`src/rtl/core/rect_polar_converter_core_macros.svh`:
```
// ----------------------------------------------------------------------------
// Assertion macros for the rectangular/polar converter core
// Short forms of the concurrent checks used by the converter RTL.
// ----------------------------------------------------------------------------
`ifndef RECT_POLAR_CONVERTER_CORE_MACROS_SVH
`define RECT_POLAR_CONVERTER_CORE_MACROS_SVH

// Check that a condition implies another in the same cycle.
`define RPC_ASSERT_IMPL(label, clk, rst, ante, cons) \
  label: assert property (@(posedge clk) disable iff (rst) (ante) |-> (cons)) \
    else $error("rpc: same-cycle check failed");

// Check that a condition implies another in the following cycle.
`define RPC_ASSERT_NEXT(label, clk, rst, ante, cons) \
  label: assert property (@(posedge clk) disable iff (rst) (ante) |=> (cons)) \
    else $error("rpc: next-cycle check failed");

`endif

```
`src/rtl/core/rpc_pkg.sv`:
```
// ----------------------------------------------------------------------------
// rpc_pkg
// Types, constants and the arctangent table of the rectangular/polar converter.
// ----------------------------------------------------------------------------
`default_nettype none

package rpc_pkg;

  localparam int DATA_W   = 16;               // field width
  localparam int FRAC_W   = 24;               // fraction bits of CORDIC coordinates
  localparam int ANG_W    = 32;               // internal angle, full turn = 2^ANG_W
  localparam int ANG_SH   = ANG_W - DATA_W;   // internal to field angle shift
  localparam int CW       = DATA_W + FRAC_W + 3;
  localparam int SQ_W     = 2 * DATA_W;       // sum of squares
  localparam int SQ_STEPS = DATA_W;           // root bits
  localparam int GAIN_FRAC = 32;
  localparam int GAIN_SH  = GAIN_FRAC - FRAC_W;
  localparam int PROD_W   = DATA_W + 1 + GAIN_FRAC;
  localparam int SC_W     = PROD_W - GAIN_SH;
  localparam int RND_W    = CW - FRAC_W;

  localparam logic [GAIN_FRAC-1:0]    GAIN_INV     = 32'h9B74_EDA8;
  localparam logic [ANG_W-1:0]        HALF_TURN    = 32'h8000_0000;
  localparam logic signed [ANG_W-1:0] QUARTER_TURN = 32'sh4000_0000;

  typedef enum logic [1:0] {
    MODE_RECT  = 2'd0,
    MODE_POLAR = 2'd1
  } mode_t;

  typedef enum logic [1:0] {
    KIND_VEC = 2'd0,   // vectoring: rectangular in
    KIND_ROT = 2'd1,   // rotation: polar in
    KIND_BAD = 2'd2    // invalid mode
  } kind_t;

  typedef struct packed {
    logic [1:0]               mode;
    logic signed [DATA_W-1:0] first_value;
    logic signed [DATA_W-1:0] second_value;
  } in_t;

  typedef struct packed {
    logic signed [DATA_W-1:0] x_out;
    logic signed [DATA_W-1:0] y_out;
    logic [DATA_W-1:0]        magnitude;
    logic signed [DATA_W-1:0] angle;
    logic                     bad_mode;
  } out_t;

  typedef struct packed {
    kind_t                kind;
    logic                 zero;     // zero vector
    logic [DATA_W-1:0]    pass_a;   // x, or polar magnitude echo
    logic [DATA_W-1:0]    pass_b;   // y, or polar angle echo
    logic signed [CW-1:0] x;
    logic signed [CW-1:0] y;
    logic [ANG_W-1:0]     z;
    logic [SQ_W-1:0]      rem;      // square root remainder
    logic [SQ_W-1:0]      root;     // square root partial result
  } stage_t;

  // atan(2^-i) in turns, 2^32 per turn
  function automatic logic [ANG_W-1:0] atan_turns(input int unsigned idx);
    case (idx)
      0:  atan_turns = 32'h2000_0000;
      1:  atan_turns = 32'h12E4_051E;
      2:  atan_turns = 32'h09FB_385B;
      3:  atan_turns = 32'h0511_11D4;
      4:  atan_turns = 32'h028B_0D43;
      5:  atan_turns = 32'h0145_D7E1;
      6:  atan_turns = 32'h00A2_F61E;
      7:  atan_turns = 32'h0051_7C55;
      8:  atan_turns = 32'h0028_BE53;
      9:  atan_turns = 32'h0014_5F2F;
      10: atan_turns = 32'h000A_2F98;
      11: atan_turns = 32'h0005_17CC;
      12: atan_turns = 32'h0002_8BE6;
      13: atan_turns = 32'h0001_45F3;
      14: atan_turns = 32'h0000_A2FA;
      15: atan_turns = 32'h0000_517D;
      16: atan_turns = 32'h0000_28BE;
      17: atan_turns = 32'h0000_145F;
      18: atan_turns = 32'h0000_0A30;
      19: atan_turns = 32'h0000_0518;
      20: atan_turns = 32'h0000_028C;
      21: atan_turns = 32'h0000_0146;
      22: atan_turns = 32'h0000_00A3;
      23: atan_turns = 32'h0000_0051;
      24: atan_turns = 32'h0000_0029;
      25: atan_turns = 32'h0000_0014;
      26: atan_turns = 32'h0000_000A;
      27: atan_turns = 32'h0000_0005;
      28: atan_turns = 32'h0000_0003;
      29: atan_turns = 32'h0000_0001;
      30: atan_turns = 32'h0000_0001;
      default: atan_turns = '0;
    endcase
  endfunction

endpackage

`default_nettype wire

```
`src/rtl/core/rpc_stage.sv`:
```
// ----------------------------------------------------------------------------
// rpc_stage
// Pipeline step: a CORDIC micro-rotation if DO_ROT, a root digit if DO_SQRT.
// ----------------------------------------------------------------------------
`default_nettype none

module rpc_stage import rpc_pkg::*; #(
  parameter int IDX        = 0,
  parameter int ITERATIONS = 16
) (
  input  logic   clk,
  input  logic   rst,
  input  logic   in_vld,
  input  stage_t in_word,
  output logic   out_vld,
  output stage_t out_word
);

  localparam bit DO_ROT  = IDX < ITERATIONS;
  localparam bit DO_SQRT = IDX < SQ_STEPS;
  localparam int SQ_POS  = DO_SQRT ? (SQ_W - 2 - 2 * IDX) : 0;
  localparam logic [ANG_W-1:0] ATAN   = atan_turns(IDX);
  localparam logic [SQ_W:0]    SQ_BIT = (SQ_W + 1)'(1) << SQ_POS;

  logic signed [CW-1:0] xs;
  logic signed [CW-1:0] ys;
  logic signed [CW-1:0] dx;
  logic signed [CW-1:0] dy;
  logic                 ccw;
  logic [SQ_W:0]        trial;
  stage_t               word_next;

  always_comb begin
    word_next = in_word;
    xs        = in_word.x;
    ys        = in_word.y;
    dx        = ys >>> IDX;
    dy        = xs >>> IDX;
    // vectoring drives y to zero, rotation drives z to zero
    ccw       = (in_word.kind == KIND_VEC) ? ys[CW-1] : ~in_word.z[ANG_W-1];
    trial     = {1'b0, in_word.root} + SQ_BIT;
    if (DO_ROT) begin
      if (ccw) begin
        word_next.x = xs - dx;
        word_next.y = ys + dy;
        word_next.z = in_word.z - ATAN;
      end else begin
        word_next.x = xs + dx;
        word_next.y = ys - dy;
        word_next.z = in_word.z + ATAN;
      end
    end
    if (DO_SQRT) begin
      if ({1'b0, in_word.rem} >= trial) begin
        word_next.rem  = in_word.rem - trial[SQ_W-1:0];
        word_next.root = (in_word.root >> 1) + SQ_BIT[SQ_W-1:0];
      end else begin
        word_next.root = in_word.root >> 1;
      end
    end
  end

  always_ff @(posedge clk) begin
    if (rst) begin
      out_vld <= 1'b0;
    end else begin
      out_vld <= in_vld;
    end
  end

  always_ff @(posedge clk) begin
    out_word <= word_next;
  end

endmodule

`default_nettype wire

```
`config.mk`:
```
export PLATFORM = sky130hd
export DESIGN_NAME = rpc_stage
export DESIGN_NICKNAME = d
export VERILOG_FILES = /design/src/rtl/core/rect_polar_converter_core_macros.svh /design/src/rtl/core/rpc_pkg.sv /design/src/rtl/core/rpc_stage.sv
export SDC_FILE = /design/constraint.sdc
export NUM_CORES = 1
export LEC_CHECK = 0
export BUFFER_PORTS_ARGS = -buffer_cell sky130_fd_sc_hd__buf_2
export CAP_MARGIN = 30
export CORE_UTILIZATION = 50
export CTS_CLUSTER_DIAMETER = 30
export DETAILED_ROUTE_END_ITERATION = 10
export HOLD_SLACK_MARGIN = 0.02
export PLACE_DENSITY = 0.89
export SYNTH_ARGS = -nofsm -noshare
export SYNTH_HDL_FRONTEND = slang
export SYNTH_SLANG_ARGS = --single-unit
```
`constraint.sdc`:
```
create_clock -name clk -period 4.5 [get_ports clk]
set_clock_uncertainty 0.05 [all_clocks]
set_input_delay 0.675 -clock clk [delete_from_list [all_inputs] [get_ports clk]]
set_output_delay 0.675 -clock clk [all_outputs]
set_load 0.05 [all_outputs]
```
==> out/qor.txt <==
post-place setup slack: 0.427 ns
Worst EP arrival: 3.94 ns
Chip Height: 170 µm
largest net degree at the start of global routing: 75
async set-reset flop share out of synthesis: 0
CTS Buf Count: 50
DRT iter0 DRCs: 1515
grt total ovfl: 0
Global Route Usage Sum: 0.364
Warnings, synthesis: 0
RSZ-0062 raised after global routing: no
Worst Hold Depth: 1
max incr delay on CP: 0.47 ns
placement row count: 61
CP Max Fanout: 4
delay-heaviest family, CP: compound AO/OA/AOI/OAI gates
GPL Wtd Cong: 0.963
Initial Utilization: 0.509
max_slew headroom: 0.442
I/O pin count: 438
Pleak: 9.25 nW
global-route wire length before repair: 80900 µm
Crit Path Category: in2reg
CP max stage cell: a2111oi_2
Pwr Density: 507 nW/µm²
endpoints failing hold: 0
CTS tree: built
Synth area leader: dfxtp_1
Setup crit end kind: register
Max Slew Vio Count: 0
post-CTS sizing: 0
Cell Chain, Critical Path: buf_2, ha_1, inv_1, fa_1, o21bai_4, o2111ai_2, a2111oi_2, o2111ai_2, a21oi_2, a21oi_2, o311a_4, o41ai_4, a41oi_1, xnor2_1
Post-CTS Setup Bufs: 0
Core ar.: 27900 µm²
Area growth syn-to-layout: 31.7%
setup TNS: 0 ns
final setup margin: 0.924 ns
CTS H-tree depth: 2
Final HPWL DP: 42900 µm
worst hold path startpoint: in_word[185]
DRC: 0
final setup fails: 0
HP Class: in2reg
Critical Path RT: 4.87 ns
Avg Cell Area, Syn: 8.23 µm²
cells after synthesis: 1722
Synth top area share: 0.306
CP bufs+invs: 2
part of the Yosys area used for sequential elements: 0.306
vias per inst: 5.77
nets: 2568
clk buf depth: 3
CP startpoint kind: input port
routed wire length: 54600 µm
Vias: 14974
flops & latches, synth: 217
fin crit share: 0.795
largest cells by area after synthesis: dfxtp_1 31%, ha_1 15%, a21oi_1 6.6%, xnor2_1 5.7%, o21ai_0 4.4%
Post-Syn Area: 14200 µm²
Horiz. Die Dim: 170 µm
TritonRoute pass-1 iters: 6
status: complete, no violations
hold_buf cts: 0
worst hold endpoint: out_word[185]$_DFF_P_
Port Buf Inserts: 437
Die ar.: 29000 µm²
ys flop type: dfxtp_1
syn nets: 2122
fmax: 0.280 GHz
Max Cap Viol: 0
clk sinks: 217
CTS clk-pin slew, worst paths: 0.06 ns
wire length per cell: 21.0 µm
Post-synth EDFFs: 0
worst slew pin tran: 0.829 ns
number of routed nets with antenna violations: 0
Max IR drop VDD: 0.000345 V
Root Driver: clkbuf_16
vias in the first global route: 14546
Distinct cells, synth: 84
initial antenna violation count: 14
post-layout min period: 3.58 ns
fill cell count: 2318
fraction of layout cells with a size suffix above 1: 0.268
==> routing by layer <==
metal | vias up | wire (µm) | track usage
met5 | - | 77 | 0
met2 | 817 | 25400 | 0.600
met4 | 10 | 2630 | 0.197
li1 | 6913 | - | -
met1 | 7065 | 21600 | 0.434
met3 | 169 | 4810 | 0.0919
==> cell type report <==
type,count,area (µm²),share of cell area
Inverter,165,622,0.0333
Clock inverter,36,532,0.0285
Antenna cell,10,25.0,0.00134
Clock buffer,57,1340,0.0716
Sequential cell,217,4340,0.233
Multi-Input combinational cell,1269,8930,0.478
Tap cell,378,473,0.0253
Timing Repair Buffer,465,2410,0.129
==> power breakdown <==
part | internal, mW | switching (mW)
sequential | 2.23 | 0.113
clock | 2.57 | 1.38
combinational | 0.867 | 2.31
total | 5.67 | 3.80
==> sequential cells by signal, indices dropped and copies added (netlist names) <==
register / count
out_word: 216
out_vld: 1
==> worst max path at each step <==
stage | start | end | slack [ns] | cells after the start
2_1_floorplan | in_word[96] | out_word[181]$_DFF_P_ | 1.04 | 13
3_3_place_gp | in_word[96] | out_word[181]$_DFF_P_ | 0.47 | 14
3_5_place_dp | in_word[96] | out_word[181]$_DFF_P_ | 0.43 | 14
4_1_cts | in_word[96] | out_word[181]$_DFF_P_ | 0.97 | 14
5_1_grt | in_word[5] | out_word[49]$_DFF_P_ | 0.77 | 13
6_report | in_word[96] | out_word[181]$_DFF_P_ | 0.92 | 14
==> kinds of logic after synthesis <==
| kind of cell | Yosys count | share of synthesized area |
|---|---|---|
| fa+ha+maj | 180 | 0.161 |
| xor+xnor | 115 | 0.0710 |
| compound gates | 552 | 0.248 |
| mux | 23 | 0.0163 |
| simple gates | 399 | 0.131 |
| flops | 217 | 0.306 |
| buf+inv | 236 | 0.0652 |
==> cells in the mapped netlist, drive strengths merged (9+ instances only) <==
library cell,instances
and2,9
nor2b,17
nand4,24
a211oi,16
mux2i,22
buf,30
inv,163
a221oi,9
a31oi,18
nand2b,14
o211ai,13
nor2,136
o21ai,132
o31ai,19
xor2,23
nor3,26
nand2,108
clkbuf,41
ha,175
dfxtp,217
nand3,20
xnor2,92
a21o,55
o21bai,30
a21oi,190
a21boi,10
==> stage by stage <==
step	util	hold WS [ns]	cell area, µm²	instances	power, mW
global route	0.670	0.133	18700	2595	9.77
detailed placement	0.601	0.729	16800	2493	5.47
finish	0.670	0.147	18700	2597	9.47
CTS	0.669	0.135	18600	2586	9.43
global placement	0.601	0.728	16800	2493	5.45
floorplan	-	0.653	14200	1722	4.58
==> cells in the final DEF (no fill, tap or decap), types with 16 or more instances in the layout <==
| cell type | count |
|---|---|
| nor3_1 | 26 |
| clkbuf_16 | 50 |
| nor2b_1 | 17 |
| nand4_1 | 24 |
| buf_2 | 437 |
| a21o_1 | 52 |
| xnor2_1 | 92 |
| o21bai_1 | 29 |
| ha_1 | 175 |
| a31oi_1 | 18 |
| buf_4 | 27 |
| inv_1 | 161 |
| dfxtp_1 | 217 |
| o21ai_0 | 125 |
| o31ai_1 | 18 |
| a21oi_1 | 186 |
| nand3_1 | 20 |
| xor2_1 | 23 |
| a211oi_1 | 16 |
| mux2i_1 | 22 |
| nand2_1 | 108 |
| nor2_1 | 136 |
Power figures use the tool's default switching activity.
