**src/rtl/core/rect_polar_converter_core_macros.svh**
```systemverilog
// ----------------------------------------------------------------------------
// Assertion macros for the rectangular/polar converter core
// Short forms of the concurrent checks used by the converter RTL.
// ----------------------------------------------------------------------------
`ifndef RECT_POLAR_CONVERTER_CORE_MACROS_SVH
`define RECT_POLAR_CONVERTER_CORE_MACROS_SVH

// Check that a condition implies another in the same cycle.
`define RPC_ASSERT_IMPL(label, clk, rst, ante, cons) \
  label: assert property (@(posedge clk) disable iff (rst) (ante) |-> (cons)) \
    else $error("rpc: same-cycle check failed");

// Check that a condition implies another in the following cycle.
`define RPC_ASSERT_NEXT(label, clk, rst, ante, cons) \
  label: assert property (@(posedge clk) disable iff (rst) (ante) |=> (cons)) \
    else $error("rpc: next-cycle check failed");

`endif

```
**src/rtl/core/rpc_pkg.sv**
```systemverilog
// ----------------------------------------------------------------------------
// rpc_pkg
// Types, constants and the arctangent table of the rectangular/polar converter.
// ----------------------------------------------------------------------------
`default_nettype none

package rpc_pkg;

  localparam int DATA_W   = 16;               // field width
  localparam int FRAC_W   = 24;               // fraction bits of CORDIC coordinates
  localparam int ANG_W    = 32;               // internal angle, full turn = 2^ANG_W
  localparam int ANG_SH   = ANG_W - DATA_W;   // internal to field angle shift
  localparam int CW       = DATA_W + FRAC_W + 3;
  localparam int SQ_W     = 2 * DATA_W;       // sum of squares
  localparam int SQ_STEPS = DATA_W;           // root bits
  localparam int GAIN_FRAC = 32;
  localparam int GAIN_SH  = GAIN_FRAC - FRAC_W;
  localparam int PROD_W   = DATA_W + 1 + GAIN_FRAC;
  localparam int SC_W     = PROD_W - GAIN_SH;
  localparam int RND_W    = CW - FRAC_W;

  localparam logic [GAIN_FRAC-1:0]    GAIN_INV     = 32'h9B74_EDA8;
  localparam logic [ANG_W-1:0]        HALF_TURN    = 32'h8000_0000;
  localparam logic signed [ANG_W-1:0] QUARTER_TURN = 32'sh4000_0000;

  typedef enum logic [1:0] {
    MODE_RECT  = 2'd0,
    MODE_POLAR = 2'd1
  } mode_t;

  typedef enum logic [1:0] {
    KIND_VEC = 2'd0,   // vectoring: rectangular in
    KIND_ROT = 2'd1,   // rotation: polar in
    KIND_BAD = 2'd2    // invalid mode
  } kind_t;

  typedef struct packed {
    logic [1:0]               mode;
    logic signed [DATA_W-1:0] first_value;
    logic signed [DATA_W-1:0] second_value;
  } in_t;

  typedef struct packed {
    logic signed [DATA_W-1:0] x_out;
    logic signed [DATA_W-1:0] y_out;
    logic [DATA_W-1:0]        magnitude;
    logic signed [DATA_W-1:0] angle;
    logic                     bad_mode;
  } out_t;

  typedef struct packed {
    kind_t                kind;
    logic                 zero;     // zero vector
    logic [DATA_W-1:0]    pass_a;   // x, or polar magnitude echo
    logic [DATA_W-1:0]    pass_b;   // y, or polar angle echo
    logic signed [CW-1:0] x;
    logic signed [CW-1:0] y;
    logic [ANG_W-1:0]     z;
    logic [SQ_W-1:0]      rem;      // square root remainder
    logic [SQ_W-1:0]      root;     // square root partial result
  } stage_t;

  // atan(2^-i) in turns, 2^32 per turn
  function automatic logic [ANG_W-1:0] atan_turns(input int unsigned idx);
    case (idx)
      0:  atan_turns = 32'h2000_0000;
      1:  atan_turns = 32'h12E4_051E;
      2:  atan_turns = 32'h09FB_385B;
      3:  atan_turns = 32'h0511_11D4;
      4:  atan_turns = 32'h028B_0D43;
      5:  atan_turns = 32'h0145_D7E1;
      6:  atan_turns = 32'h00A2_F61E;
      7:  atan_turns = 32'h0051_7C55;
      8:  atan_turns = 32'h0028_BE53;
      9:  atan_turns = 32'h0014_5F2F;
      10: atan_turns = 32'h000A_2F98;
      11: atan_turns = 32'h0005_17CC;
      12: atan_turns = 32'h0002_8BE6;
      13: atan_turns = 32'h0001_45F3;
      14: atan_turns = 32'h0000_A2FA;
      15: atan_turns = 32'h0000_517D;
      16: atan_turns = 32'h0000_28BE;
      17: atan_turns = 32'h0000_145F;
      18: atan_turns = 32'h0000_0A30;
      19: atan_turns = 32'h0000_0518;
      20: atan_turns = 32'h0000_028C;
      21: atan_turns = 32'h0000_0146;
      22: atan_turns = 32'h0000_00A3;
      23: atan_turns = 32'h0000_0051;
      24: atan_turns = 32'h0000_0029;
      25: atan_turns = 32'h0000_0014;
      26: atan_turns = 32'h0000_000A;
      27: atan_turns = 32'h0000_0005;
      28: atan_turns = 32'h0000_0003;
      29: atan_turns = 32'h0000_0001;
      30: atan_turns = 32'h0000_0001;
      default: atan_turns = '0;
    endcase
  endfunction

endpackage

`default_nettype wire

```
**src/rtl/core/rpc_prep.sv**
```systemverilog
// ----------------------------------------------------------------------------
// rpc_prep
// Three-stage front end: capture, multiply, form the CORDIC start vector.
// ----------------------------------------------------------------------------
`default_nettype none

module rpc_prep import rpc_pkg::*; (
  input  logic   clk,
  input  logic   rst,
  input  logic   in_vld,
  input  in_t    in_word,
  output logic   out_vld,
  output stage_t out_word
);

  // capture stage
  logic vld1;
  in_t  word1;

  // multiply stage
  logic                     vld2;
  kind_t                    kind2;
  logic signed [DATA_W-1:0] a2;
  logic signed [DATA_W-1:0] b2;
  logic [SQ_W-1:0]          sqa2;
  logic [SQ_W-1:0]          sqb2;
  logic [PROD_W-1:0]        prod2;
  logic [ANG_W-1:0]         zp2;
  logic [DATA_W-1:0]        mag2;

  kind_t                    kind_next;
  logic signed [DATA_W:0]   a_ext;
  logic [DATA_W:0]          mag_abs;
  logic [ANG_W-1:0]         zp_next;
  logic signed [SQ_W-1:0]   sqa_next;
  logic signed [SQ_W-1:0]   sqb_next;
  logic [PROD_W-1:0]        prod_next;

  // start vector stage
  localparam logic [PROD_W-1:0] GAIN_RND = PROD_W'(1) << (GAIN_SH - 1);

  logic [SQ_W-1:0]      n_sum;
  logic signed [CW-1:0] a_cw;
  logic signed [CW-1:0] b_cw;
  logic signed [CW-1:0] xa;
  logic signed [CW-1:0] yb;
  logic [PROD_W-1:0]    rnd;
  logic signed [CW-1:0] sc;
  logic                 pre;
  stage_t               word_next;

  always_ff @(posedge clk) begin
    if (rst) begin
      vld1    <= 1'b0;
      vld2    <= 1'b0;
      out_vld <= 1'b0;
    end else begin
      vld1    <= in_vld;
      vld2    <= vld1;
      out_vld <= vld2;
    end
  end

  always_ff @(posedge clk) begin
    word1    <= in_word;
    kind2    <= kind_next;
    a2       <= word1.first_value;
    b2       <= word1.second_value;
    sqa2     <= sqa_next;
    sqb2     <= sqb_next;
    prod2    <= prod_next;
    zp2      <= zp_next;
    mag2     <= mag_abs[DATA_W-1:0];
    out_word <= word_next;
  end

  always_comb begin
    case (word1.mode)
      MODE_RECT:  kind_next = KIND_VEC;
      MODE_POLAR: kind_next = KIND_ROT;
      default:    kind_next = KIND_BAD;
    endcase
    a_ext   = {word1.first_value[DATA_W-1], word1.first_value};
    mag_abs = a_ext[DATA_W] ? -a_ext : a_ext;
    // a negative magnitude turns the angle by half a turn
    zp_next = {word1.second_value, {ANG_SH{1'b0}}};
    if (a_ext[DATA_W]) begin
      zp_next = zp_next + HALF_TURN;
    end
    sqa_next  = SQ_W'(word1.first_value) * SQ_W'(word1.first_value);
    sqb_next  = SQ_W'(word1.second_value) * SQ_W'(word1.second_value);
    prod_next = PROD_W'(mag_abs) * PROD_W'(GAIN_INV);
  end

  always_comb begin
    n_sum = sqa2 + sqb2;
    a_cw  = {{(CW-DATA_W){a2[DATA_W-1]}}, a2};
    b_cw  = {{(CW-DATA_W){b2[DATA_W-1]}}, b2};
    xa    = a_cw <<< FRAC_W;
    yb    = b_cw <<< FRAC_W;
    rnd   = prod2 + GAIN_RND;
    sc    = {{(CW-SC_W){1'b0}}, rnd[PROD_W-1:GAIN_SH]};
    pre   = ($signed(zp2) > QUARTER_TURN) || ($signed(zp2) < -QUARTER_TURN);

    word_next.kind = kind2;
    word_next.rem  = n_sum;
    word_next.root = '0;
    case (kind2)
      KIND_ROT: begin
        // fold angles beyond a quarter turn onto the right half plane
        word_next.zero   = 1'b0;
        word_next.pass_a = mag2;
        word_next.pass_b = zp2[ANG_W-1:ANG_SH];
        word_next.x      = pre ? -sc : sc;
        word_next.y      = '0;
        word_next.z      = pre ? zp2 + HALF_TURN : zp2;
      end
      default: begin
        // left half plane: turn by half a turn first
        word_next.zero   = (a2 == '0) && (b2 == '0);
        word_next.pass_a = a2;
        word_next.pass_b = b2;
        word_next.x      = a2[DATA_W-1] ? -xa : xa;
        word_next.y      = a2[DATA_W-1] ? -yb : yb;
        word_next.z      = a2[DATA_W-1] ? HALF_TURN : '0;
      end
    endcase
  end

endmodule

`default_nettype wire

```
**config.mk**
```make
export PLATFORM = sky130hd
export DESIGN_NAME = rpc_prep
export DESIGN_NICKNAME = d
export VERILOG_FILES = /design/src/rtl/core/rect_polar_converter_core_macros.svh /design/src/rtl/core/rpc_pkg.sv /design/src/rtl/core/rpc_prep.sv
export SDC_FILE = /design/constraint.sdc
export NUM_CORES = 2
export LEC_CHECK = 0
export ABC_CLOCK_PERIOD_IN_PS = 11500
export BUFFER_PORTS_ARGS = -buffer_cell sky130_fd_sc_hd__buf_2
export CELL_PAD_IN_SITES_DETAIL_PLACEMENT = 0
export CELL_PAD_IN_SITES_GLOBAL_PLACEMENT = 1
export CORE_ASPECT_RATIO = 0.8
export CORE_MARGIN = 8
export CORE_UTILIZATION = 50
export DETAILED_ROUTE_END_ITERATION = 7
export GPL_ROUTABILITY_DRIVEN = 0
export PLACE_DENSITY_LB_ADDON = 0.1
export RECOVER_POWER = 25
export SLEW_MARGIN = 20
export SYNTH_ARGS = -nofsm -noshare
export SYNTH_HDL_FRONTEND = slang
export SYNTH_SLANG_ARGS = --single-unit
```
**constraint.sdc**
```tcl
create_clock -name clk -period 11.5 [get_ports clk]
set_input_delay 1.15 -clock clk [delete_from_list [all_inputs] [get_ports clk]]
set_output_delay 1.15 -clock clk [all_outputs]
set_load 0.02 [all_outputs]
```
==> metrics.yaml <==
fin_crit_sh_pct: 86.7
crit_start: "a_ext[15]"
syn_inst: 4073
ios: 255
dp_hpwl_microns: 86500
design.die.area_sq_um: 86800
grt_pass1_wl_microns: 162000
syn_to_final_growth_pct: 7.96
critical_path_class: "register to register"
report.final.slew_viol_count: 99
final_net_count: 5297
hold_violations: 0
grt_usage_pct: 24.0
die_y_microns: 265
cts_buffers: 40
synth_most_common_cell: "inv_1"
synthTopCellsByCount: "inv_1, fa_1, ha_1, dfxtp_1, nand2_1"
insertion_delay_ns: 0.59
cts_tree: "yes"
hold_path.class: "register to register"
synth_ff_type: "dfxtp_1"
wl_per_cell_microns: 19.4
cts_max_level: 2
clock-sinks: 334
worst_pin_slew_ns: 2.18
yosys.area_share.simple_pct: 11.6
violations: "max-capacitance violations, max-slew violations"
drive_gt1_share_pct: 6.93
synth-edff-count: 0
synth_compound_area_share_pct: 7.59
coreArea_sq_um: 77000
rsz0062_at_grt: "no"
required_ns: 12.01
antenna_found_initial: 2
num_rows: 91
synth-xor-area-share_pct: 6.05
synth-seq-cells: 334
synth_top_family_by_area: "adder cells"
cts.path.max_buffers: 3
start_kind: "register"
period_needed_ns: 9.97
synthAdderAreaFrac_pct: 46.1
hp-start: "word1[33]"
tns_ns: 0
hold_buffers: 0
postCtsSetupBuffers: 0
cts_root_buf: "clkbuf_16"
via_per_inst: 5.10
grt_pass1_vias: 27880
synth_cell_types: 88
antenna_left: 0
cap_violations: 3
die_w_microns: 327
finalSetupViolCount: 0
synth_area_leaders: "fa_1, dfxtp_1, ha_1"
first_pass_iters: 5
critPathMaxFanout: 38
synth_seq_area_share_pct: 17.2
grt_max_degree: 42
muxShareOfSynthArea_pct: 0.300
reg2reg_from: "a_ext[15]"
grt_overflow: 0
crit_path_end_kind: "register"
vias: 26931
initial_core_util_pct: 50.4
status: "finished with violations"
routed_wl_microns: 102000
synth_top_area_share_pct: 34.2
drcViolationCount: 0
cts_repair_resize_count: 0
yosysWarnings: 0
r2r_slack_ns: 1.53
syn_area_sq_um: 38800
syn-mean-instance-area_sq_um: 9.52
crit_arrival_ns: 10.47
clock_skew_ns: 0.0311
yosysTopAreaCell: "fa_1"
initialDrtViolationCount: 1917
clock.fmax_mhz: 100
slew_headroom_pct: -45.9
cts.clk_slew.worst_paths_ns: 0.06
port_buffers: 182
ys_async_sr_fraction_pct: 0
flip-flops by register name (all words and copies together), names as in the netlist:
| signal | cells |
|---|---|
| out_word | 145 |
| prod2 | 42 |
| sqb2 | 31 |
| sqa2 | 30 |
| word1 | 18 |
| a_ext | 16 |
| mag2 | 16 |
| a2 | 15 |
| b2 | 15 |
| kind2 | 2 |
| out_vld | 1 |
| vld1 | 1 |
| vld2 | 1 |
| zp2 | 1 |
layout make-up:
cell class	count	area, sq um
fill	7164	35100
multi-input combinational	2745	28100
sequential	334	6690
inverter	894	3360
tap	1023	1280
clock buffer	53	1120
timing repair buffer	213	1050
clock inverter	20	289
antenna	2	5.00
per-layer routing:
layer / track usage [%] / wire length (microns) / vias to the layer above
li1: - / - / 12820
met2: 32.8 / 39600 / 869
met5: 0 / 12 / -
met3: 8.30 / 10900 / 107
met4: 4.74 / 1970 / 2
met1: 36.4 / 49900 / 13133
worst paths after layout:
check | endpoint | depth (start not counted)
min reg2reg | kind2[1] | 0
max reg2reg | prod2[48] | 25
max | prod2[48] | 25
min | kind2[1] | 0
critical path: stages, from the launching register on:
cell,delay (ns)
dfxtp_1,0.30
clkbuf_1,1.49
inv_1,0.85
ha_1,0.51
and4_1,0.29
and2_1,0.27
nor2_1,0.55
inv_1,0.15
fa_1,0.60
inv_1,0.06
fa_1,0.46
fa_1,0.41
fa_1,0.52
inv_1,0.05
fa_1,0.47
inv_1,0.05
ha_1,0.45
and2_1,0.22
or4_1,0.11
o21ai_0,0.09
a311oi_1,0.71
a311oi_1,0.21
or3_1,0.46
o2111ai_1,0.22
a2111oi_0,0.13
a211oi_1,0.23
logic make-up (layout without fill, tap and decap cells):
| family | count (synthesis) | in the layout |
|---|---|---|
| multiplexers | 11 | 11 |
| adder cells (fa/ha/maj) | 1032 | 1032 |
| AO/OA/AOI/OAI | 462 | 462 |
| flip-flops | 334 | 334 |
| buffers and inverters | 1065 | 1180 |
| XOR/XNOR | 266 | 266 |
| other | 1 | 74 |
| AND/OR/NAND/NOR | 902 | 902 |
per-stage QoR:
step / hold WS (ns) / instances / util, % / area, sq um / worst slack, ns
2_1_floorplan: 0.329 / 4144 / - / 39000 / 3.11
3_3_place_gp: 0.358 / 5209 / 52.7 / 40500 / 2.66
3_5_place_dp: 0.346 / 5209 / 52.7 / 40500 / 2.45
4_1_cts: 0.361 / 5282 / 54.5 / 41900 / 2.44
5_1_grt: 0.373 / 5282 / 54.4 / 41800 / 0.920
6_report: 0.366 / 5284 / 54.4 / 41900 / 1.53
cells in the final DEF, fill, tap and decap left out, types with 72 or more instances in the layout:
| master | instances |
|---|---|
| inv_1 | 889 |
| fa_1 | 663 |
| ha_1 | 369 |
| dfxtp_1 | 334 |
| nand2_1 | 294 |
| nor2_1 | 193 |
| buf_2 | 171 |
| xnor2_1 | 168 |
| a21oi_1 | 144 |
| and2_1 | 108 |
| xor2_1 | 94 |
| o21ai_0 | 90 |
| conb_1 | 72 |
Power is left out: the tool's default activity adds up to more than one toggle a clock period on the data nets, which glitch-free logic cannot reach.
