`config.mk`:
```
export PLATFORM = sky130hd
export DESIGN_NAME = rpc_finish
export DESIGN_NICKNAME = d
export VERILOG_FILES = /design/src/rtl/core/rect_polar_converter_core_macros.svh /design/src/rtl/core/rpc_pkg.sv /design/src/rtl/core/rpc_finish.sv
export SDC_FILE = /design/constraint.sdc
export NUM_CORES = 1
export LEC_CHECK = 0
export BUFFER_PORTS_ARGS = -buffer_cell sky130_fd_sc_hd__buf_2
export CELL_PAD_IN_SITES_DETAIL_PLACEMENT = 1
export CELL_PAD_IN_SITES_GLOBAL_PLACEMENT = 1
export CORE_MARGIN = 2
export CORE_UTILIZATION = 29
export CTS_CLUSTER_DIAMETER = 100
export DETAILED_ROUTE_END_ITERATION = 8
export MAX_ROUTING_LAYER = met4
export PLACE_DENSITY = 0.84
export RECOVER_POWER = 100
export SYNTH_ARGS = -nofsm -noshare
export SYNTH_HDL_FRONTEND = slang
export SYNTH_SLANG_ARGS = --single-unit
```
`constraint.sdc`:
```
create_clock -name clk -period 3.2 [get_ports clk]
set_clock_uncertainty 0.1 [all_clocks]
set_input_delay 0.16 -clock clk [delete_from_list [all_inputs] [get_ports clk]]
set_output_delay 0.16 -clock clk [all_outputs]
set_load 0.05 [all_outputs]
```
`src/rtl/core/rect_polar_converter_core_macros.svh`:
```
// ----------------------------------------------------------------------------
// Assertion macros for the rectangular/polar converter core
// Short forms of the concurrent checks used by the converter RTL.
// ----------------------------------------------------------------------------
`ifndef RECT_POLAR_CONVERTER_CORE_MACROS_SVH
`define RECT_POLAR_CONVERTER_CORE_MACROS_SVH

// Check that a condition implies another in the same cycle.
`define RPC_ASSERT_IMPL(label, clk, rst, ante, cons) \
  label: assert property (@(posedge clk) disable iff (rst) (ante) |-> (cons)) \
    else $error("rpc: same-cycle check failed");

// Check that a condition implies another in the following cycle.
`define RPC_ASSERT_NEXT(label, clk, rst, ante, cons) \
  label: assert property (@(posedge clk) disable iff (rst) (ante) |=> (cons)) \
    else $error("rpc: next-cycle check failed");

`endif

```
`src/rtl/core/rpc_pkg.sv`:
```
// ----------------------------------------------------------------------------
// rpc_pkg
// Types, constants and the arctangent table of the rectangular/polar converter.
// ----------------------------------------------------------------------------
`default_nettype none

package rpc_pkg;

  localparam int DATA_W   = 16;               // field width
  localparam int FRAC_W   = 24;               // fraction bits of CORDIC coordinates
  localparam int ANG_W    = 32;               // internal angle, full turn = 2^ANG_W
  localparam int ANG_SH   = ANG_W - DATA_W;   // internal to field angle shift
  localparam int CW       = DATA_W + FRAC_W + 3;
  localparam int SQ_W     = 2 * DATA_W;       // sum of squares
  localparam int SQ_STEPS = DATA_W;           // root bits
  localparam int GAIN_FRAC = 32;
  localparam int GAIN_SH  = GAIN_FRAC - FRAC_W;
  localparam int PROD_W   = DATA_W + 1 + GAIN_FRAC;
  localparam int SC_W     = PROD_W - GAIN_SH;
  localparam int RND_W    = CW - FRAC_W;

  localparam logic [GAIN_FRAC-1:0]    GAIN_INV     = 32'h9B74_EDA8;
  localparam logic [ANG_W-1:0]        HALF_TURN    = 32'h8000_0000;
  localparam logic signed [ANG_W-1:0] QUARTER_TURN = 32'sh4000_0000;

  typedef enum logic [1:0] {
    MODE_RECT  = 2'd0,
    MODE_POLAR = 2'd1
  } mode_t;

  typedef enum logic [1:0] {
    KIND_VEC = 2'd0,   // vectoring: rectangular in
    KIND_ROT = 2'd1,   // rotation: polar in
    KIND_BAD = 2'd2    // invalid mode
  } kind_t;

  typedef struct packed {
    logic [1:0]               mode;
    logic signed [DATA_W-1:0] first_value;
    logic signed [DATA_W-1:0] second_value;
  } in_t;

  typedef struct packed {
    logic signed [DATA_W-1:0] x_out;
    logic signed [DATA_W-1:0] y_out;
    logic [DATA_W-1:0]        magnitude;
    logic signed [DATA_W-1:0] angle;
    logic                     bad_mode;
  } out_t;

  typedef struct packed {
    kind_t                kind;
    logic                 zero;     // zero vector
    logic [DATA_W-1:0]    pass_a;   // x, or polar magnitude echo
    logic [DATA_W-1:0]    pass_b;   // y, or polar angle echo
    logic signed [CW-1:0] x;
    logic signed [CW-1:0] y;
    logic [ANG_W-1:0]     z;
    logic [SQ_W-1:0]      rem;      // square root remainder
    logic [SQ_W-1:0]      root;     // square root partial result
  } stage_t;

  // atan(2^-i) in turns, 2^32 per turn
  function automatic logic [ANG_W-1:0] atan_turns(input int unsigned idx);
    case (idx)
      0:  atan_turns = 32'h2000_0000;
      1:  atan_turns = 32'h12E4_051E;
      2:  atan_turns = 32'h09FB_385B;
      3:  atan_turns = 32'h0511_11D4;
      4:  atan_turns = 32'h028B_0D43;
      5:  atan_turns = 32'h0145_D7E1;
      6:  atan_turns = 32'h00A2_F61E;
      7:  atan_turns = 32'h0051_7C55;
      8:  atan_turns = 32'h0028_BE53;
      9:  atan_turns = 32'h0014_5F2F;
      10: atan_turns = 32'h000A_2F98;
      11: atan_turns = 32'h0005_17CC;
      12: atan_turns = 32'h0002_8BE6;
      13: atan_turns = 32'h0001_45F3;
      14: atan_turns = 32'h0000_A2FA;
      15: atan_turns = 32'h0000_517D;
      16: atan_turns = 32'h0000_28BE;
      17: atan_turns = 32'h0000_145F;
      18: atan_turns = 32'h0000_0A30;
      19: atan_turns = 32'h0000_0518;
      20: atan_turns = 32'h0000_028C;
      21: atan_turns = 32'h0000_0146;
      22: atan_turns = 32'h0000_00A3;
      23: atan_turns = 32'h0000_0051;
      24: atan_turns = 32'h0000_0029;
      25: atan_turns = 32'h0000_0014;
      26: atan_turns = 32'h0000_000A;
      27: atan_turns = 32'h0000_0005;
      28: atan_turns = 32'h0000_0003;
      29: atan_turns = 32'h0000_0001;
      30: atan_turns = 32'h0000_0001;
      default: atan_turns = '0;
    endcase
  endfunction

endpackage

`default_nettype wire

```
`src/rtl/core/rpc_finish.sv`:
```
// ----------------------------------------------------------------------------
// rpc_finish
// Output stage: round, saturate and select the result word.
// ----------------------------------------------------------------------------
`default_nettype none

module rpc_finish import rpc_pkg::*; (
  input  logic   clk,
  input  logic   rst,
  input  logic   in_vld,
  input  stage_t in_word,
  output logic   done,
  output out_t   result
);

  localparam logic signed [CW-1:0] HALF_LSB   = CW'(1) <<< (FRAC_W - 1);
  localparam logic [ANG_W-1:0]     ANG_HALF   = ANG_W'(1) << (ANG_SH - 1);

  logic signed [CW-1:0] xsum;
  logic signed [CW-1:0] ysum;
  logic [ANG_W-1:0]     zsum;
  logic [SQ_W-1:0]      mag_rnd;
  out_t                 result_next;

  function automatic logic [DATA_W-1:0] sat(input logic [RND_W-1:0] v);
    logic [RND_W-DATA_W:0] top;
    top = v[RND_W-1:DATA_W-1];
    if (top == '0 || top == '1) begin
      sat = v[DATA_W-1:0];
    end else if (v[RND_W-1]) begin
      sat = {1'b1, {(DATA_W-1){1'b0}}};
    end else begin
      sat = {1'b0, {(DATA_W-1){1'b1}}};
    end
  endfunction

  always_comb begin
    xsum    = in_word.x + HALF_LSB;
    ysum    = in_word.y + HALF_LSB;
    zsum    = in_word.z + ANG_HALF;
    // round the root up when the remainder exceeds it
    mag_rnd = (in_word.rem > in_word.root) ? in_word.root + 1'b1 : in_word.root;
    case (in_word.kind)
      KIND_VEC: begin
        result_next.x_out     = in_word.pass_a;
        result_next.y_out     = in_word.pass_b;
        result_next.magnitude = mag_rnd[DATA_W-1:0];
        result_next.angle     = in_word.zero ? '0 : zsum[ANG_W-1:ANG_SH];
        result_next.bad_mode  = 1'b0;
      end
      KIND_ROT: begin
        result_next.x_out     = sat(xsum[CW-1:FRAC_W]);
        result_next.y_out     = sat(ysum[CW-1:FRAC_W]);
        result_next.magnitude = in_word.pass_a;
        result_next.angle     = in_word.pass_b;
        result_next.bad_mode  = 1'b0;
      end
      default: begin
        result_next          = '0;
        result_next.bad_mode = 1'b1;
      end
    endcase
  end

  always_ff @(posedge clk) begin
    if (rst) begin
      done <= 1'b0;
    end else begin
      done <= in_vld;
    end
  end

  always_ff @(posedge clk) begin
    result <= result_next;
  end

endmodule

`default_nettype wire

```
==> impl_summary.log, run 1 <==
INFO  metric path_cells = clkbuf_1 > nand4_1 > nor4_1 > nand2_1 > o311ai_4 > o21ai_0 > a22o_1
INFO  metric post_synth_fa_ha_maj_area_fraction = 10.2%
INFO  metric final-setup-viol-count = 0
INFO  metric synth_enable_flop_cells = 0
INFO  metric first_global_vias = 5,444
INFO  metric detailed_place_hpwl = 13.6 mm
INFO  metric clk_transition_reported_paths = 0.06 ns
INFO  metric synthesis.nets = 812
INFO  metric whs_endpoint = result[61]$_DFF_P_
INFO  metric antenna_found_initial = 1
INFO  metric synth_top_family_by_area = simple AND/OR/NAND/NOR gates
INFO  metric hold_path.class = primary input to flip-flop
INFO  metric design.core.area = 15,100 um^2
INFO  metric finalHoldViolations = 0
INFO  metric port-buffer-count = 224
INFO  metric critical_path_top_delay_cell = sky130_fd_sc_hd__nor4_1
INFO  metric prevailing_post_synth_register_cell = sky130_fd_sc_hd__dfxtp_1
INFO  metric xor_xnor_share_of_the_synthesized_area = 9.68%
INFO  metric max-vdd-ir-drop = 174 uV
INFO  metric synthesis.instances = 556
INFO  metric max_cap_violations = 0
INFO  metric startpoint = in_word[125]
INFO  metric cts_buffer_depth = 2
INFO  metric fp.dieW = 128 um
INFO  metric fp.dieArea = 16,300 um^2
INFO  metric synthToLayoutAreaGrowth = 40.4%
INFO  metric floorplan.initialDensity = 29.4%
INFO  metric cp_max_fo = 15
INFO  metric post_drt_wl_per_cell = 17.5 um
INFO  metric vias_per_instance = 5.11
INFO  metric routed_wirelength = 17.6 mm
INFO  metric synth-compound-area-share = 19.0%
INFO  metric layout.cells.non_filler = 1,004
INFO  metric die_y = 128 um
INFO  metric fmaxAchievable = 387 MHz
INFO  metric status = completed
INFO  metric route.detailed.drc = 0
INFO  metric setup.worst_path.class = primary input to flip-flop
INFO  metric synth-simple-area-share = 25.0%
INFO  metric tritoncts_clock_tree = yes
INFO  metric i_o_pin_total = 286
INFO  metric power.static_leakage = 2.82 nW
INFO  metric timing.max_slew.rel_slack = 13.8%
INFO  metric drtPass1Iterations = 4
INFO  metric yosys_register_bits = 66
INFO  metric cts_sinks = 66
INFO  metric dr.first_iter.drc_count = 199
INFO  metric post_route_cells_drive_above_1_share = 22.9%
INFO  metric final_period_minus_worst_setup_slack = 2.59 ns
INFO  metric powerDensity = 426 nW/um^2
INFO  metric rsz_0062_raised_after_global_routing = no
INFO  metric critical_path_required = 3.32 ns
INFO  metric grt_max_degree = 27
INFO  metric syn-cell-area = 4440 um^2
INFO  metric cp-start-kind = primary input
INFO  metric globalplace.congestion = 0.856
INFO  metric cts_root_buffer = sky130_fd_sc_hd__clkbuf_16
INFO  metric synth-seq-area-share = 29.8%
INFO  metric critical-path-max-stage-delay = 0.77 ns
INFO  metric grt_pass1_wl = 27.2 mm
INFO  metric hp-start = in_word[210]
INFO  metric gr-total-overflow = 0
INFO  metric drt.antenna.violating_nets = 0
INFO  metric dr_total_vias = 5,127
INFO  metric nets = 1,066
INFO  metric number_of_buffers_created_by_cts = 9
INFO  metric slew_at_the_pin_closest_to_its_max_slew_limit = 1.29 ns
INFO  metric number_of_instances_in_the_placed_design = 957
INFO  metric timing.critical_path.to_type = flip-flop
INFO  metric row_count = 45
INFO  metric post_syn_area_per_cell = 7.98 um^2
INFO  metric cts_max_level = 3
INFO  metric arrival = 2.71 ns
INFO  metric distinct_cell_type_count_after_synthesis = 61
INFO  metric synthArstFlopShare = 0%
INFO  metric final.period_utilization = 80.8%
INFO  metric setup_total_negative_slack = 0 ns
INFO  metric grtUsageTotal = 21.7%
INFO  metric holdPathStages = 3
INFO  metric synth-warning-count = 0
INFO  metric drv_slew = 0
INFO  metric synth.mux.area_fraction = 0.677%
INFO  metric post-cts-setup-buffer-count = 0
[layer usage]
layer	vias to the layer above	share of wire [%]	global-route usage, %
met5	-	0	-
met4	0	4.5	11.0
met3	62	4.9	3.84
met2	186	48	36.6
met1	2391	42	24.8
li1	2488	-	-
[worst max-delay path by stage]
stage,to,cells after the start
final,result[37]$_DFF_P_,7
after global routing,result[37]$_DFF_P_,7
after CTS,result[32]$_DFF_P_,10
after detailed placement,result[32]$_DFF_P_,10
after global placement,result[32]$_DFF_P_,10
after floorplan,result[32]$_DFF_P_,10
[cell usage in the layout, fill, tap and decap left out, drive strengths merged, types with 16 or more instances in the layout]
cell,synthesis,final
nand3,28,28
a21oi,18,18
nand2,78,78
dfxtp,66,66
ha,36,36
a22o,17,17
clkbuf,11,82
nor2,45,45
o21ai,43,43
dlygate4sd3,0,30
inv,40,41
xnor2,33,33
buf,8,160
nand4,22,22
xor2,16,16
[final cells by class]
| type | instances | area [um^2] |
|---|---|---|
| fill | 1992 | 8860 |
| multi-input combinational | 430 | 2820 |
| timing repair buffer | 262 | 1390 |
| sequential | 66 | 1320 |
| clock buffer | 10 | 239 |
| tap | 188 | 235 |
| inverter | 41 | 154 |
| clock inverter | 6 | 63.8 |
| antenna | 1 | 2.50 |
[stage by stage]
step | setup WS [ns] | total power (W) | hold slack [ns] | util, % | cell area, um^2
CTS | 0.801 | 0.00268 | 0.000785 | 42.1 | 6360
global route | 0.391 | 0.00276 | 0.0295 | 41.3 | 6230
floorplan | 0.855 | 0.00136 | 0.132 | - | 4440
global placement | 0.482 | 0.00162 | 0.223 | 38.2 | 5760
detailed placement | 0.434 | 0.00164 | 0.231 | 38.2 | 5760
finish | 0.614 | 0.00265 | 0.0103 | 41.3 | 6230
[critical path, delay by kind of cell]
| kind | cells | cell delay [ns] |
|---|---|---|
| buffers and inverters | 1 | 0.22 |
| AOI/OAI and AO/OA | 3 | 1.13 |
| and+or+nand+nor | 3 | 1.19 |
[Yosys cell counts (all sizes together) (4+ instances only)]
cell type / n / area share [%]
clkbuf: 11 / 0.93
nor2: 45 / 3.8
nor2b: 5 / 0.71
nand2: 78 / 6.6
and3: 13 / 1.8
or3: 5 / 0.71
nor3: 6 / 0.68
ha: 36 / 10
nand4: 22 / 3.4
o21ai: 43 / 5.2
a22o: 17 / 3.4
inv: 40 / 3.4
nand3: 28 / 3.2
a21oi: 18 / 2.1
xor2: 16 / 3.2
dfxtp: 66 / 30
nor4: 7 / 1.3
xnor2: 33 / 6.5
o211ai: 9 / 1.6
or4: 4 / 0.68
buf: 8 / 1.3
and4: 4 / 0.79
[registers in the layout (all words and copies together), names as in the netlist]
register and flops:
result 65, done 1
[what timing repair did]
action / CTS / global route
hold buffers: 30 / 0
endpoints found under the hold margin: 47 / 0
resized for setup: 0 / 0
[power by group]
| part | switching (W) | internal (W) |
|---|---|---|
| Clock | 0.000388 | 0.000624 |
| Combinational | 0.000500 | 0.000241 |
| Sequential | 0.0000169 | 0.000881 |
| Total | 0.000905 | 0.00175 |
[cell families (layout without fill, tap and decap cells)]
family / Yosys count / in the layout
AO/OA/AOI/OAI: 116 / 116
buffers and inverters: 60 / 319
flip-flops: 66 / 66
multiplexers: 3 / 3
AND/OR/NAND/NOR: 226 / 226
other: 0 / 1
adder cells (fa/ha/maj): 36 / 36
XOR/XNOR: 49 / 49
(Power assumes the default switching activity.)
==> run 2, diff against run 1 <==
==> constraint.sdc (replaced) <==
create_clock -name clk -period 2.45 [get_ports clk]
set_clock_uncertainty 0.1 [all_clocks]
set_input_delay 0.1225 -clock clk [delete_from_list [all_inputs] [get_ports clk]]
set_output_delay 0.1225 -clock clk [all_outputs]
set_load 0.05 [all_outputs]
==> run 2 against run 1 <==
Final cell count increased by 3.1%. Combinational power increased by 38%. Core utilization up 2.0 points. First-iteration DRC count rose by 49%. Critical path type unchanged. Largest cell class unchanged. Highest routed layer unchanged.
==> impl_summary.log, run 2 (same netlist as run 1, synthesis figures left out) <==
INFO  metric fmaxAchievable = 434 MHz
INFO  metric first_global_vias = 5,581
INFO  metric regMostFlops = result
INFO  metric multi_input_comb_area = 2850 um^2
INFO  metric arrival = 2.48 ns
INFO  metric finalHoldViolations = 0
INFO  metric layout.cells.most_common = sky130_fd_sc_hd__buf_2
INFO  metric grt_pass1_wl = 28.4 mm
INFO  metric gr-total-overflow = 0
INFO  metric share_comb_of_total_power = 28.4%
INFO  metric drv_slew = 0
INFO  metric seq_power_share = 32.7%
INFO  metric fp.dieArea = 16,300 um^2
INFO  metric cts_buffer_depth = 2
INFO  metric grt_max_degree = 21
INFO  metric rsz_0062_raised_after_global_routing = no
INFO  metric largestRegisters = result x65, done x1
INFO  metric post_drt_wl_per_cell = 17.6 um
INFO  metric finalPower = 0.00359 W
INFO  metric clk_transition_reported_paths = 0.06 ns
INFO  metric post_route_cells_drive_above_1_share = 25.9%
INFO  metric layout.cells.most_common_list = 158 x sky130_fd_sc_hd__buf_2, 78 x sky130_fd_sc_hd__nand2_1, 69 x sky130_fd_sc_hd__clkbuf_1
INFO  metric detailed_place_hpwl = 13.9 mm
INFO  metric max-vdd-ir-drop = 251 uV
INFO  metric grtUsageTotal = 22.7%
INFO  metric clkPwrFrac = 38.9%
INFO  metric critical_path_required = 2.63 ns
INFO  metric final.period_utilization = 93.9%
INFO  metric cts_root_buffer = sky130_fd_sc_hd__clkbuf_16
INFO  metric i_o_pin_total = 286
INFO  metric final_period_minus_worst_setup_slack = 2.30 ns
INFO  metric hold_path.class = primary input to flip-flop
INFO  metric cp_max_fo = 20
INFO  metric register_area = 1320 um^2
INFO  metric row_count = 45
INFO  metric internal_power_component = 0.00241 W
INFO  metric dr.first_iter.drc_count = 296
INFO  metric timing.max_slew.rel_slack = 33.4%
INFO  metric setup_total_negative_slack = 0 ns
INFO  metric port-buffer-count = 224
INFO  metric fp.dieW = 128 um
INFO  metric largest_reg_flops = 65
INFO  metric status = completed
INFO  metric tritoncts_clock_tree = yes
INFO  metric antenna_found_initial = 0
INFO  metric final-setup-viol-count = 0
INFO  metric cp-start-kind = primary input
INFO  metric switching_share = 32.8%
INFO  metric synthToLayoutAreaGrowth = 47.1%
INFO  metric power.static_leakage = 3.00 nW
INFO  metric vias_per_instance = 5.07
INFO  metric drtPass1Iterations = 4
INFO  metric diodes = 0
INFO  metric nets = 1,099
INFO  metric routed_wirelength = 18.2 mm
INFO  metric dr_total_vias = 5,249
INFO  metric drt.antenna.violating_nets = 0
INFO  metric setup.worst_path.class = primary input to flip-flop
INFO  metric cts_sinks = 66
INFO  metric die_y = 128 um
INFO  metric number_of_buffers_created_by_cts = 9
INFO  metric timing.critical_path.to_type = flip-flop
INFO  metric route.detailed.drc = 0
INFO  metric floorplan.initialDensity = 29.4%
INFO  metric cts_max_level = 3
INFO  metric cts_resized = 0
INFO  metric globalplace.congestion = 0.865
INFO  metric design.core.area = 15,100 um^2
INFO  metric switching_power = 0.00118 W
INFO  metric max_cap_violations = 0
INFO  metric fillCellCount = 1,930
INFO  metric slew_at_the_pin_closest_to_its_max_slew_limit = 0.999 ns
INFO  metric powerDensity = 551 nW/um^2
[run 2: cell type report]
class / count / area share (%)
Sequential cell: 66 / 20.3
Timing Repair Buffer: 295 / 25.2
Multi-Input combinational cell: 430 / 43.7
Tap cell: 188 / 3.61
Inverter: 41 / 2.36
Clock inverter: 5 / 1.21
Clock buffer: 10 / 3.66
[run 2: per-stage QoR]
stage / hold WS [ns] / cell area (um^2) / cells / setup slack (ns) / util [%]
floorplan: 0.0941 / 4440 / 556 / 0.142 / -
global placement: 0.185 / 5970 / 985 / -0.0359 / 39.5
detailed placement: 0.184 / 5970 / 985 / -0.119 / 39.5
CTS: 0.0105 / 6640 / 1035 / 0.215 / 44.0
global route: 0.0301 / 6520 / 1035 / 0.0164 / 43.2
finish: 0.0115 / 6520 / 1035 / 0.148 / 43.2
[run 2: final timing paths]
check                   startpoint                  to  slack (ns)  depth (start not counted)
worst max-delay path  in_word[216]  result[31]$_DFF_P_        0.15                          6
worst min-delay path   in_word[93]  result[14]$_DFF_P_        0.01                          3
[run 2: worst max-delay path: stages]
cell	delay, ns
sky130_fd_sc_hd__dlygate4sd3_1	0.54
sky130_fd_sc_hd__buf_2	0.23
sky130_fd_sc_hd__nor2_1	0.39
sky130_fd_sc_hd__clkbuf_1	0.80
sky130_fd_sc_hd__o311a_1	0.30
sky130_fd_sc_hd__a221o_1	0.10
[run 2: per-layer routing]
layer,global-route usage [%],vias to the layer above,wire length (um)
met2,38.5,185,9020
li1,-,2545,-
met1,26.2,2477,7710
met4,10.8,0,618
met5,-,-,0
met3,3.59,42,889
[run 2: power by group through the flow]
stage	clock, W	combinational [W]	sequential, W
after floorplan	0	0.000316	0.00147
after global placement	0	0.000963	0.00119
after detailed placement	0	0.000985	0.00119
after CTS	0.00141	0.00104	0.00117
after global routing	0.00146	0.00110	0.00118
final	0.00140	0.00102	0.00117
[run 2: timing repair]
| action | 4_1_cts | 5_1_grt |
|---|---|---|
| setup buffers | 0 | 0 |
| hold buffers | 35 | 0 |
| endpoints found under the hold margin | 59 | 0 |
